--- config.mk ---
export PLATFORM = sky130hd
export DESIGN_NAME = cdft_seq
export DESIGN_NICKNAME = d
export VERILOG_FILES = /design/src/hw/rtl/cdft_pkg.sv /design/src/hw/rtl/cdft_seq.sv
export SDC_FILE = /design/constraint.sdc
export NUM_CORES = 1
export LEC_CHECK = 0
export BUFFER_PORTS_ARGS = -buffer_cell sky130_fd_sc_hd__buf_4
export CORE_AREA = 2 2 71 73
export CTS_CLUSTER_DIAMETER = 40
export CTS_CLUSTER_SIZE = 10
export DETAILED_ROUTE_END_ITERATION = 6
export DIE_AREA = 0 0 73 75
export GPL_ROUTABILITY_DRIVEN = 1
export PLACE_DENSITY = 0.81
export SETUP_SLACK_MARGIN = 0.2
export SYNTH_ARGS = -nofsm -noshare
export SYNTH_HDL_FRONTEND = slang
export SYNTH_SLANG_ARGS = --single-unit
--- constraint.sdc ---
create_clock -name i_clk -period 10.7 [get_ports i_clk]
set_input_delay 1.07 -clock i_clk [delete_from_list [all_inputs] [get_ports i_clk]]
set_output_delay 1.07 -clock i_clk [all_outputs]
set_load 0.01 [all_outputs]
--- src/hw/rtl/cdft_pkg.sv ---
// ----------------------------------------------------------------------------
// cdft_pkg
// Shared types, constants and the twiddle table of the direct complex DFT.
// ----------------------------------------------------------------------------
package cdft_pkg;

    localparam int MAX_POINTS_DEF  = 64;
    localparam int SAMPLE_BITS_DEF = 16;
    localparam int TABLE_BITS      = 6;
    localparam int TWID_BITS       = 16;
    localparam int FRAC_BITS       = 15;
    localparam int BIN_BITS        = 23;
    localparam int IDX_BITS        = 6;
    localparam int LOG2_BITS       = 3;
    localparam int CFG_AW          = 3;
    localparam int CFG_DW          = 32;
    localparam int SIN_OFFSET      = 48;

    localparam logic [LOG2_BITS-1:0] LOG2_MIN   = 3'd2;
    localparam logic [LOG2_BITS-1:0] LOG2_RESET = 3'd6;

    // register index taken from paddr[2]
    localparam logic CFG_IDX_INV  = 1'b0;
    localparam logic CFG_IDX_LOG2 = 1'b1;

    localparam logic signed [TWID_BITS-1:0] COS_TAB [0:(1<<TABLE_BITS)-1] = '{
         16'sd32767,  16'sd32610,  16'sd32138,  16'sd31357,
         16'sd30274,  16'sd28899,  16'sd27246,  16'sd25330,
         16'sd23170,  16'sd20788,  16'sd18205,  16'sd15447,
         16'sd12540,   16'sd9512,   16'sd6393,   16'sd3212,
             16'sd0,  -16'sd3212,  -16'sd6393,  -16'sd9512,
        -16'sd12540, -16'sd15447, -16'sd18205, -16'sd20788,
        -16'sd23170, -16'sd25330, -16'sd27246, -16'sd28899,
        -16'sd30274, -16'sd31357, -16'sd32138, -16'sd32610,
        -16'sd32768, -16'sd32610, -16'sd32138, -16'sd31357,
        -16'sd30274, -16'sd28899, -16'sd27246, -16'sd25330,
        -16'sd23170, -16'sd20788, -16'sd18205, -16'sd15447,
        -16'sd12540,  -16'sd9512,  -16'sd6393,  -16'sd3212,
             16'sd0,   16'sd3212,   16'sd6393,   16'sd9512,
         16'sd12540,  16'sd15447,  16'sd18205,  16'sd20788,
         16'sd23170,  16'sd25330,  16'sd27246,  16'sd28899,
         16'sd30274,  16'sd31357,  16'sd32138,  16'sd32610
    };

    typedef enum logic [1:0] {
        SEQ_IDLE,
        SEQ_CALC,
        SEQ_FLUSH
    } t_seq_state;

    typedef struct packed {
        logic                 inv;
        logic [LOG2_BITS-1:0] l_eff;
        logic                 len_wr;
    } t_cfg;

    typedef struct packed {
        logic                valid;
        logic                first;
        logic                last;
        logic                last_k;
        logic [IDX_BITS-1:0] k;
    } t_mac_ctrl;

endpackage

--- src/hw/rtl/cdft_seq.sv ---
// ----------------------------------------------------------------------------
// cdft_seq
// Frame loader and bin/term sequencer driving the shared complex MAC.
// ----------------------------------------------------------------------------
module cdft_seq import cdft_pkg::*; #(
    parameter int MAX_POINTS = MAX_POINTS_DEF
) (
    input  logic                          i_clk,
    input  logic                          i_rst_n,
    input  logic                          i_start,
    input  t_cfg                          i_cfg,
    input  logic                          i_done,
    output logic                          o_busy,
    output logic                          o_wr_en,
    output logic [$clog2(MAX_POINTS)-1:0] o_wr_addr,
    output logic [$clog2(MAX_POINTS)-1:0] o_rd_addr,
    output t_mac_ctrl                     o_ctrl,
    output logic [TABLE_BITS-1:0]         o_phase
);

    localparam int AW = $clog2(MAX_POINTS);
    localparam int CW = AW + 1;

    t_seq_state            r_state, n_state;
    logic [CW-1:0]         r_cnt, n_cnt;
    logic [AW-1:0]         r_n, n_n;
    logic [AW-1:0]         r_k, n_k;
    logic [TABLE_BITS-1:0] r_phase, n_phase;
    logic [TABLE_BITS-1:0] r_kstep, n_kstep;

    logic [CW-1:0]         pts;
    logic [AW-1:0]         last_idx;
    logic [CW-1:0]         cnt_eff;
    logic [CW-1:0]         cnt_inc;
    logic [LOG2_BITS-1:0]  step_sh;
    logic [TABLE_BITS-1:0] step;
    logic                  accept;
    logic                  frame_full;
    logic                  term_last;
    logic                  bin_last;

    assign pts        = CW'(1) << i_cfg.l_eff;
    assign last_idx   = AW'(pts - CW'(1));
    assign step_sh    = LOG2_BITS'(TABLE_BITS) - i_cfg.l_eff;
    assign step       = TABLE_BITS'(1) << step_sh;
    assign accept     = i_start & (r_state == SEQ_IDLE);
    assign cnt_eff    = (r_cnt >= pts) ? '0 : r_cnt;
    assign cnt_inc    = cnt_eff + CW'(1);
    assign frame_full = accept & (cnt_inc == pts);
    assign term_last  = (r_n == last_idx);
    assign bin_last   = (r_k == last_idx);

    // next state
    always_comb begin
        n_state = r_state;
        case (r_state)
            SEQ_IDLE: begin
                if (frame_full) begin
                    n_state = SEQ_CALC;
                end
            end
            SEQ_CALC: begin
                if (term_last && bin_last) begin
                    n_state = SEQ_FLUSH;
                end
            end
            SEQ_FLUSH: begin
                if (i_done) begin
                    n_state = SEQ_IDLE;
                end
            end
            default: n_state = SEQ_IDLE;
        endcase
    end

    // outputs
    always_comb begin
        o_busy        = 1'b1;
        o_wr_en       = 1'b0;
        o_ctrl        = '0;
        case (r_state)
            SEQ_IDLE: begin
                o_busy  = 1'b0;
                o_wr_en = accept;
            end
            SEQ_CALC: begin
                o_ctrl.valid  = 1'b1;
                o_ctrl.first  = (r_n == '0);
                o_ctrl.last   = term_last;
                o_ctrl.last_k = bin_last;
                o_ctrl.k      = IDX_BITS'(r_k);
            end
            SEQ_FLUSH: o_busy = 1'b1;
            default:   o_busy = 1'b1;
        endcase
    end

    assign o_wr_addr = cnt_eff[AW-1:0];
    assign o_rd_addr = r_n;
    assign o_phase   = r_phase;

    // counters
    always_comb begin
        n_cnt   = r_cnt;
        n_n     = r_n;
        n_k     = r_k;
        n_phase = r_phase;
        n_kstep = r_kstep;
        if (accept) begin
            n_cnt = frame_full ? '0 : cnt_inc;
        end
        if (i_cfg.len_wr) begin
            n_cnt = '0;
        end
        if (frame_full) begin
            n_n     = '0;
            n_k     = '0;
            n_phase = '0;
            n_kstep = '0;
        end else if (r_state == SEQ_CALC) begin
            if (term_last) begin
                n_n     = '0;
                n_k     = r_k + AW'(1);
                n_kstep = r_kstep + step;
                n_phase = '0;
            end else begin
                n_n     = r_n + AW'(1);
                n_phase = r_phase + r_kstep;
            end
        end
    end

    always_ff @(posedge i_clk) begin
        if (!i_rst_n) begin
            r_state <= SEQ_IDLE;
            r_cnt   <= '0;
            r_n     <= '0;
            r_k     <= '0;
            r_phase <= '0;
            r_kstep <= '0;
        end else begin
            r_state <= n_state;
            r_cnt   <= n_cnt;
            r_n     <= n_n;
            r_k     <= n_k;
            r_phase <= n_phase;
            r_kstep <= n_kstep;
        end
    end

endmodule

After elaboration in Yosys (flattened, before gate mapping)
Index checks and enable logic that the tools add are counted.
Storage, ports and cells
  register bits: 33
  latch bits: 0
  memory bits (writable): 0
  bits in read-only memories: 0
  output and inout bits: 30
  logic and storage cells: 45
  memories: 0
Operators by class
  add/sub/neg operators: 7
  multipliers: 0
  div/mod/pow operators: 0
  order comparisons: 1
  equal/unequal tests: 8
  shift-type cells: 2
  mux-type cells: 11
  bitwise gates (word level): 3
  reduce and logical (&&, ||, !) cells: 7
Operators with widths (count)
  7-bit two-way mux: 2
  6-bit by 1-bit adder with 6-bit output, second input constant: 2
  6-bit adder: 2
  6-bit == test: 2
  6-bit two-way mux: 2
  10-bit two-way mux: 1
  7-bit by 1-bit adder with 7-bit output, second input constant: 1
  7-bit == test: 1
  7-bit greater-or-equal comparator: 1
  1-bit by 3-bit << shifter with 7-bit output, first input constant: 1
  6-bit zero test: 1
  2-bit two-way mux: 3
  2-bit != test, second input constant: 3
  2-bit case mux with 3 select lines: 1
  1-bit by 3-bit << shifter with 6-bit output, first input constant: 1
  6-bit by 1-bit subtractor with 6-bit output, second input constant: 1
  2-bit OR reduction: 2
  3-bit AND reduction: 1
  3-bit subtractor, first input constant: 1
  1-bit bitwise AND: 2
  2-bit by 1-bit == test with 1-bit output, second input constant: 1
  2-bit == test, second input constant: 1
  2-bit zero test: 1
  1-bit two-way mux: 2
  other kinds (3): 3

Longest topological paths before layout
Gate-level depths: netlist of the first run.
  word-level depth: 8
  depth in mapped cells: 17
  mapped depth without buffers: 15

Worst setup path after synthesis of the first run
Ideal clock, no wire load.
  kind: input to register
  start: input i_cfg[1] (netlist name)
  end: register r_phase[5] (netlist: o_phase[5])
  arrival time: 4765 ps
  slack: 5813 ps
  cell stages on the path: 17
  path through: buf_6 -> nor3b_2 -> inv_1 -> ha_1 -> a21o_1 -> a31oi_1 -> o221ai_1 -> nor2_1 -> ha_1 -> nand3_2 -> or4_1 -> a211oi_2 -> a211oi_1 -> a211o_4 -> o21ai_4 -> buf_6 -> a31oi_1
Between the ends
  word-level cells in the longest chain between the ends: 7
  elaborated cells between the ends (all ways): 10
Ends and longest elaborated chain
  start, declared: RTL line cdft_seq.sv:11  | input t_cfg i_cfg,
  1-bit by 3-bit << shifter with 7-bit output: RTL line cdft_seq.sv:42  | assign pts = CW'(1) << i_cfg.l_eff;
  7-bit greater-or-equal comparator: RTL line cdft_seq.sv:47  | assign cnt_eff = (r_cnt >= pts) ? '0 : r_cnt;
  7-bit two-way mux: RTL line cdft_seq.sv:47
  named net o_wr_addr[0]: RTL line cdft_seq.sv:15  | output logic [$clog2(MAX_POINTS)-1:0] o_wr_addr,
  7-bit by 1-bit adder with 7-bit output: RTL line cdft_seq.sv:48  | assign cnt_inc = cnt_eff + CW'(1);
  7-bit == test: RTL line cdft_seq.sv:49  | assign frame_full = accept & (cnt_inc == pts);
  1-bit bitwise AND: RTL line cdft_seq.sv:49
  2-bit OR reduction (no line)
  end signal, assigned: RTL line cdft_seq.sv:146  | r_phase <= n_phase;
  end, declared: RTL line cdft_seq.sv:28  | logic [TABLE_BITS-1:0] r_phase, n_phase;
The timed path passes the listed nets, and every way through them passes these cells.
A chain may end at the register's enable or synchronous reset.

Final worst setup path of the first run
  start: input i_cfg[2] (netlist name)
  end: register r_kstep[0]
Between the ends
  word-level cells in the longest chain between the ends: 7
  elaborated cells between the ends (all ways): 13
Ends and longest elaborated chain
  1-bit by 3-bit << shifter with 7-bit output: RTL line cdft_seq.sv:42
  7-bit greater-or-equal comparator: RTL line cdft_seq.sv:47
  7-bit two-way mux: RTL line cdft_seq.sv:47
  7-bit by 1-bit adder with 7-bit output: RTL line cdft_seq.sv:48
  7-bit == test: RTL line cdft_seq.sv:49
  1-bit bitwise AND: RTL line cdft_seq.sv:49
  2-bit OR reduction (no line)
  end signal, assigned: RTL line cdft_seq.sv:147  | r_kstep <= n_kstep;
  end, declared: RTL line cdft_seq.sv:29  | logic [TABLE_BITS-1:0] r_kstep, n_kstep;
Parallel ways exist; a longest one is shown, timed or not.

==> results of run 1 <==
routing by layer:
layer	vias to the layer above	global-route usage, %
met5	-	0
met4	0	9.05
met3	14	4.02
met2	59	43.4
met1	1150	30.0
li1	1196	-
sequential cells by signal (all words and copies together), names as in the netlist:
name / count
o_phase: 6
o_rd_addr: 6
r_cnt: 7
r_k: 6
r_kstep: 6
r_state: 2
metrics by stage:
stage               util (%)  instance area (sq um)  cells
finish                  65.3                   3040    407
global route            65.3                   3040    407
CTS                     65.3                   3040    407
detailed placement      62.8                   2930    399
global placement        62.8                   2930    399
floorplan                  -                   2670    320
logic make-up (layout without fill, tap and decap cells):
group | Yosys count | count (layout)
AO/OA/AOI/OAI | 67 | 67
XOR/XNOR | 28 | 28
adder cells (fa/ha/maj) | 25 | 25
buffers and inverters | 30 | 63
flip-flops | 33 | 33
multiplexers | 8 | 8
AND/OR/NAND/NOR | 129 | 129
placed cells by master, fill, tap and decap left out, types with 6 or more instances in the layout:
cell type,instances
mux2i_1,7
a21oi_2,9
nand3_1,11
clkbuf_8,6
buf_4,38
o21ai_0,10
nor3_1,7
nand2_1,33
a21oi_1,10
and2_1,15
nor2_1,23
ha_1,23
xor2_1,13
xnor2_1,14
inv_1,15
nand2b_1,6
dfxtp_1,33
nand4_1,7
worst reg2reg max path, cell delays in order, from the launching register on:
cell and delay, ns:
dfxtp_1 0.43, inv_1 0.09, ha_1 0.30, nand2b_1 0.14, a31oi_1 0.29, o221ai_1 0.35, nor2_1 0.28, ha_1 0.33
nand3_2 0.16, or4_1 0.52, a211oi_2 0.22, a211oi_1 0.09, a211o_4 0.37, o21ai_4 0.63, nor2_1 0.15
report_power, final:
part           switching, uW  internal (uW)
sequential              1.11            124
clock                   48.5           76.0
combinational           24.0           15.2
total                   73.6            215
worst max-delay path by stage:
stage,to,slack [ns],startpoint,cells past startpoint
final,r_kstep[0],5.20,i_cfg[2],16
after global routing,o_rd_addr[4],4.78,i_cfg[1],16
after CTS,r_kstep[0],5.22,i_cfg[2],16
after detailed placement,o_rd_addr[4],4.91,i_cfg[1],16
after global placement,r_kstep[1],5.02,i_cfg[1],16
after floorplan,o_phase[5],5.81,i_cfg[1],17
layout make-up:
type                            count  area [sq um]  area share, %
Sequential cell                    33           661           21.7
Clock inverter                      1          30.0          0.986
Clock buffer                        7          86.3           2.84
Inverter                           17          63.8           2.10
Multi-Input combinational cell    257          1850           60.8
Tap cell                           54          67.6           2.22
Timing Repair Buffer               38           285           9.37
==> results.md, run 1 <==
* Die Span Y at 75 um
* Cell area after synthesis at 2670 sq um
* Area fraction of the dominant cell type after synthesis at 24.8%
* CP bufs+invs at 2
* Max stage delay cell, worst path: o21ai_4
* Post-synth EDFFs at 0
* WHS Path Cells at 2
* CTS root buf: clkbuf_8
* Final min period at 5.50 ns
* Worst hold slack at 0.484 ns
* Fin Clk Skew at 0.00409 ns
* RR Endpoint: r_kstep[0]
* Max incr delay on CP at 0.63 ns
* Initial Util at 57.2%
* Initial antenna violation count at 0
* Distinct cells, synth at 60
* M1 wire length at 2650 um
* CP Data Arrival Time at 5.64 ns
* Met3 WL at 240 um
* Drt first pass iters at 4
* Crit-path max FO at 24
* Port Buffer Count at 37
* Hold Violations, Final at 0
* Final GP Congestion at 0.886
* Width of the die at 73 um
* WL/cell at 14.8 um
* Adder-Cell Fraction of Synth Area at 12.3%
* Clock latency on the worst-skew pair at 0.29 ns
* First-pass GRT wire length at 10600 um
* Post-CTS Hold Fix Bufs at 0
* Mux share of post-synthesis cell area at 3.05%
* RSZ-0062 raised after global routing: no
* Compound-Gate Fraction of Synth Area at 19.0%
* Most area-hungry cell type in the Yosys netlist: dfxtp_1
* Cell count after synthesis at 320
* Largest net degree at the start of global routing at 25
* # IOs at 39
* Routed vias at 2419
* PD cells at 94.8 nW/um^2
* Worst Path Required at 10.84 ns
* Post-Synth Simple-Gate Area at 25.3%
* Post-route ant nets at 0
* Sequential share of the synthesized area at 24.8%
* Setup Buffers After CTS at 0
* Area growth, synth to finish at 14.1%
* Residual DRC at 0
* Vias in the first global route at 2333
* CTS Sinks at 33
* Worst slack at placement at 4.91 ns
* Setup ws final at 5.20 ns
* Hold path start: o_phase[0]
* GR Overflow Total at 0
* Worst Tran Pin Value at 0.779 ns
* Async SR Flop Fraction at 0%
* VDD IR max at 45.6 uV
* Ys flop type: dfxtp_1
* FILL cells at 414
* Yosys warning count at 0
* Lkg Pwr at 0.00127 uW
* Diodes inserted at 0
* Max-cap violation count at 0
* Final #Nets at 386
* Main combinational cell family by area after synthesis: simple AND/OR/NAND/NOR gates
* Worst-path cell chain: buf_4 -> nor3b_2 -> inv_1 -> ha_1 -> a21o_1 -> a31oi_1 -> o221ai_1 -> nor2_1 -> ha_1 -> nand3_2 -> or4_1 -> a211oi_2 -> a211oi_1 -> a211o_4 -> o21ai_4 -> nor2_1
* Total routed wirelength at 6040 um
* Achievable clock frequency at 182 MHz
* CTS tree: yes
* Fin crit share at 51.4%
* Register bit total from synthesis at 33
* H-tree depth at 2
* Relative slew slack at 47.9%
* Clk pin slew, worst setup/hold paths at 0.07 ns
* Reg2reg setup slack at 6.22 ns
* Clk buf depth at 2
* Worst setup SP type: input pin
* Worst reg-to-reg path cell count at 14
* CP Class: input pin to flop
* FP Rows at 25
* Drt via density at 5.94
* Net Count, Synth at 354
* Worst r2r src: r_cnt[0]
* Synth cell count leaders: dfxtp_1, nand2_1, ha_1, nor2_1
* Final Power at 288 uW
* Routed met2 length at 3040 um
* CTS buffer count at 5
* Setup-failing EPs final at 0
* Pins Over Slew Limit at 0
* Mean Syn Cell Area at 8.34 sq um
* Status: completed
* Hold crit path type: flop to flop
* Setup_tns at 0 ns
* Die area at 5480 sq um
* Crit end category: flop
* Hpwl dp at 4490 um
* Hold Path End: o_phase[0]
* Post_cts resized at 0
* Core footprint at 4660 sq um
* Largest cells by area after synthesis: dfxtp_1, ha_1, nand2_1
* Highest Signal Layer: met4
* Post-synthesis xor/xnor area fraction at 9.71%
* Layout cells sized above 1 at 19.0%
* GR Util All Layers at 24.6%
* First DRT Iteration DRCs at 139
* Top delay family on crit path: compound AO/OA/AOI/OAI gates
(Power assumes the default switching activity.)
==> inputs of run 2 (changes only) <==
--- a/config.mk
+++ b/config.mk
@@ -6,13 +6,13 @@
 export NUM_CORES = 1
 export LEC_CHECK = 0
 export BUFFER_PORTS_ARGS = -buffer_cell sky130_fd_sc_hd__buf_4
-export CORE_AREA = 2 2 71 73
+export CORE_AREA = 2 2 75 77
 export CTS_CLUSTER_DIAMETER = 40
 export CTS_CLUSTER_SIZE = 10
 export DETAILED_ROUTE_END_ITERATION = 6
-export DIE_AREA = 0 0 73 75
+export DIE_AREA = 0 0 77 79
 export GPL_ROUTABILITY_DRIVEN = 1
-export PLACE_DENSITY = 0.81
+export PLACE_DENSITY = 0.77
 export SETUP_SLACK_MARGIN = 0.2
 export SYNTH_ARGS = -nofsm -noshare
 export SYNTH_HDL_FRONTEND = slang
==> constraint.sdc (replaced) <==
create_clock -name i_clk -period 4.77 [get_ports i_clk]
set_input_delay 0.477 -clock i_clk [delete_from_list [all_inputs] [get_ports i_clk]]
set_output_delay 0.477 -clock i_clk [all_outputs]
set_load 0.01 [all_outputs]
==> run 2 against run 1 <==
Clock power rose by 120%. Via count increased by 0.50%. Combinational power increased by 140%. Routed wire length grew 0.22%. Die area up 11%. Global-route usage shrank 3.7 points. Sequential share of layout area fell by 0.56 points. Cell area grew 2.6%. Clock-buffer cell count unchanged.
==> results.md, run 2 (synthesis gave the netlist of run 1 again) <==
* Max reg flops at 7 (unchanged)
* # IOs at 39 (unchanged)
* CTS Sinks at 33 (unchanged)
* Worst setup path start: i_cfg[2]
* Worst reg-to-reg path cell count at 15 (+1)
* GR Util All Layers at 20.8% (-3.7 points)
* Residual DRC at 0 (unchanged)
* WL/cell at 14.0 um (-5.4%)
* Vias in the first global route at 2306 (-1.2%)
* Relative slew slack at 46.3% (-1.7 points)
* Logic pwr share at 14.5% (+0.9 points)
* Drt first pass iters at 4 (unchanged)
* Most frequent cells in the layout: buf_4, nand2_1, dfxtp_1, nor2_1, ha_1
* First DRT Iteration DRCs at 84 (-40%)
* Achievable clock frequency at 247 MHz
* CTS tree: yes
* RR Endpoint: r_kstep[1]
* PD cells at 209 nW/um^2 (+120%)
* Port Buffer Count at 37 (unchanged)
* Initial Util at 50.0% (-7.3 points)
* Int Power at 487 uW (+130%)
* Worst setup SP type: input pin
* GR Overflow Total at 0 (unchanged)
* Initial antenna violation count at 0 (unchanged)
* Clk pin slew, worst setup/hold paths at 0.07 ns (about the same)
* Clock power share at 42.6% (-0.6 points)
* Die Span Y at 79 um (+5.3%)
* Lkg Pwr at 0.00130 uW (+2.8%)
* Crit-path max FO at 24 (unchanged)
* Post-route ant nets at 0 (unchanged)
* Post-place instance area at 3010 sq um (+2.7%)
* Worst Tran Pin Value at 0.804 ns (+0.0251 ns)
* Final instance area at 3120 sq um (+2.6%)
* Worst Path Required at 4.94 ns (-5.90 ns)
* CTS root buf: clkbuf_8
* Clock latency on the worst-skew pair at 0.29 ns (about the same)
* RSZ-0062 raised after global routing: no
* Setup_tns at 0 ns (unchanged)
* Width of the die at 77 um (+5.5%)
* Setup Buffers After CTS at 0 (unchanged)
* Layout cells sized above 1 at 20.3% (+1.4 points)
* Largest net degree at the start of global routing at 25 (unchanged)
* Worst hold slack at 0.444 ns (-0.0400 ns)
* P_sw at 165 uW (+120%)
* H-tree depth at 2 (unchanged)
* Final Util at 58.5% (-6.8 points)
* Core footprint at 5340 sq um (+15%)
* Final #Nets at 392 (+1.6%)
* Seq pwr share at 42.9% (-0.4 points)
* Post-CTS Hold Fix Bufs at 0 (unchanged)
* Total routed wirelength at 6050 um (+0.22%)
* Max-cap violation count at 0 (unchanged)
* Worst r2r src: r_cnt[0]
* Hold Path End: r_state[0]
* Post_cts resized at 0 (unchanged)
* Hold crit path type: input pin to flop
* VDD IR max at 98.1 uV (+120%)
* Pins Over Slew Limit at 0 (unchanged)
* Area growth, synth to finish at 17.1%
* Drt via density at 5.64 (-5.1%)
* Crit end category: flop
* Fin Clk Skew at 0.00701 ns (+0.00292 ns)
* Final min period at 4.04 ns
* Largest register by flop count: r_cnt
* CP Data Arrival Time at 4.22 ns (-1.42 ns)
* Clk buf depth at 2 (unchanged)
* Setup-failing EPs final at 0 (unchanged)
* First-pass GRT wire length at 10400 um (-2.4%)
* FP Rows at 27 (+8.0%)
* Reg2reg setup slack at 0.84 ns (-5.38 ns)
* Status: completed
* Switching share of total power at 25.3% (-0.22 points)
* WHS Path Cells at 2 (unchanged)
* Hold Violations, Final at 0 (unchanged)
* Fin crit share at 84.8%
* Diodes inserted at 0 (unchanged)
* CTS buffer count at 5 (unchanged)
* CP Class: input pin to flop
* Routed vias at 2431 (+0.50%)
* Hold path start: i_rst_n
* Commonest non-fill, non-tap cell in the layout: buf_4
* Die area at 6080 sq um (+11%)
* Final GP Congestion at 0.874 (-1.4%)
* Hpwl dp at 4510 um (+0.50%)
[run 2: cell count changes in the layout (fill, tap and decap cells not counted)]
cell,before,now
buf_4,38,43
buf_12,0,1
[run 2: metal layers]
metal / wire (um) / GRT usage (%) / up-vias
met5: 0 / 0 / -
met4: 132 / 7.68 / 0
met3: 244 / 2.95 / 11
met2: 2900 / 36.5 / 64
met1: 2770 / 26.1 / 1137
li1: - / - / 1219
[run 2: power by group through the flow]
stage / clock network [uW] / registers [uW] / logic [uW]
floorplan: 0 / 286 / 66.0
global placement: 0 / 286 / 91.3
detailed placement: 0 / 286 / 93.4
CTS: 279 / 280 / 93.8
global route: 291 / 280 / 103
finish: 278 / 280 / 94.5
[run 2: metrics by stage]
step           setup slack (ns)  power (uW)  std cells
2_1_floorplan             0.476         352        320
3_3_place_gp              0.467         378        423
3_5_place_dp              0.442         380        423
4_1_cts                   0.743         653        431
5_1_grt                   0.481         675        431
6_report                  0.727         652        431
[run 2: cell type report]
| class | count | area [sq um] |
|---|---|---|
| clock buffers | 7 | 86.3 |
| multi-input cells | 257 | 1850 |
| fillers | 497 | 2210 |
| inverters | 17 | 63.8 |
| clock inverters | 1 | 30.0 |
| repair buffers | 44 | 343 |
| flip-flops and latches | 33 | 661 |
| well taps | 72 | 90.1 |
[run 2: worst max-delay path by stage]
stage / slack, ns / endpoint / cells after the start
global route: 0.48 / r_k[3] / 17
CTS: 0.74 / o_rd_addr[4] / 17
global placement: 0.47 / r_kstep[1] / 17
floorplan: 0.48 / o_phase[5] / 17
finish: 0.73 / r_kstep[1] / 17
detailed placement: 0.44 / r_kstep[1] / 17
[run 2: worst max-delay path, cell delays in order]
cell      delay [ns]
buf_4           0.15
nor3b_2         0.20
inv_1           0.10
ha_1            0.29
a21o_1          0.18
a31oi_1         0.21
o221a_2         0.32
and2_1          0.17
ha_1            0.32
nand3_2         0.17
or4_1           0.52
a211oi_2        0.22
a211oi_1        0.09
a211o_4         0.37
o21ai_4         0.17
buf_12          0.19
a211oi_1        0.06
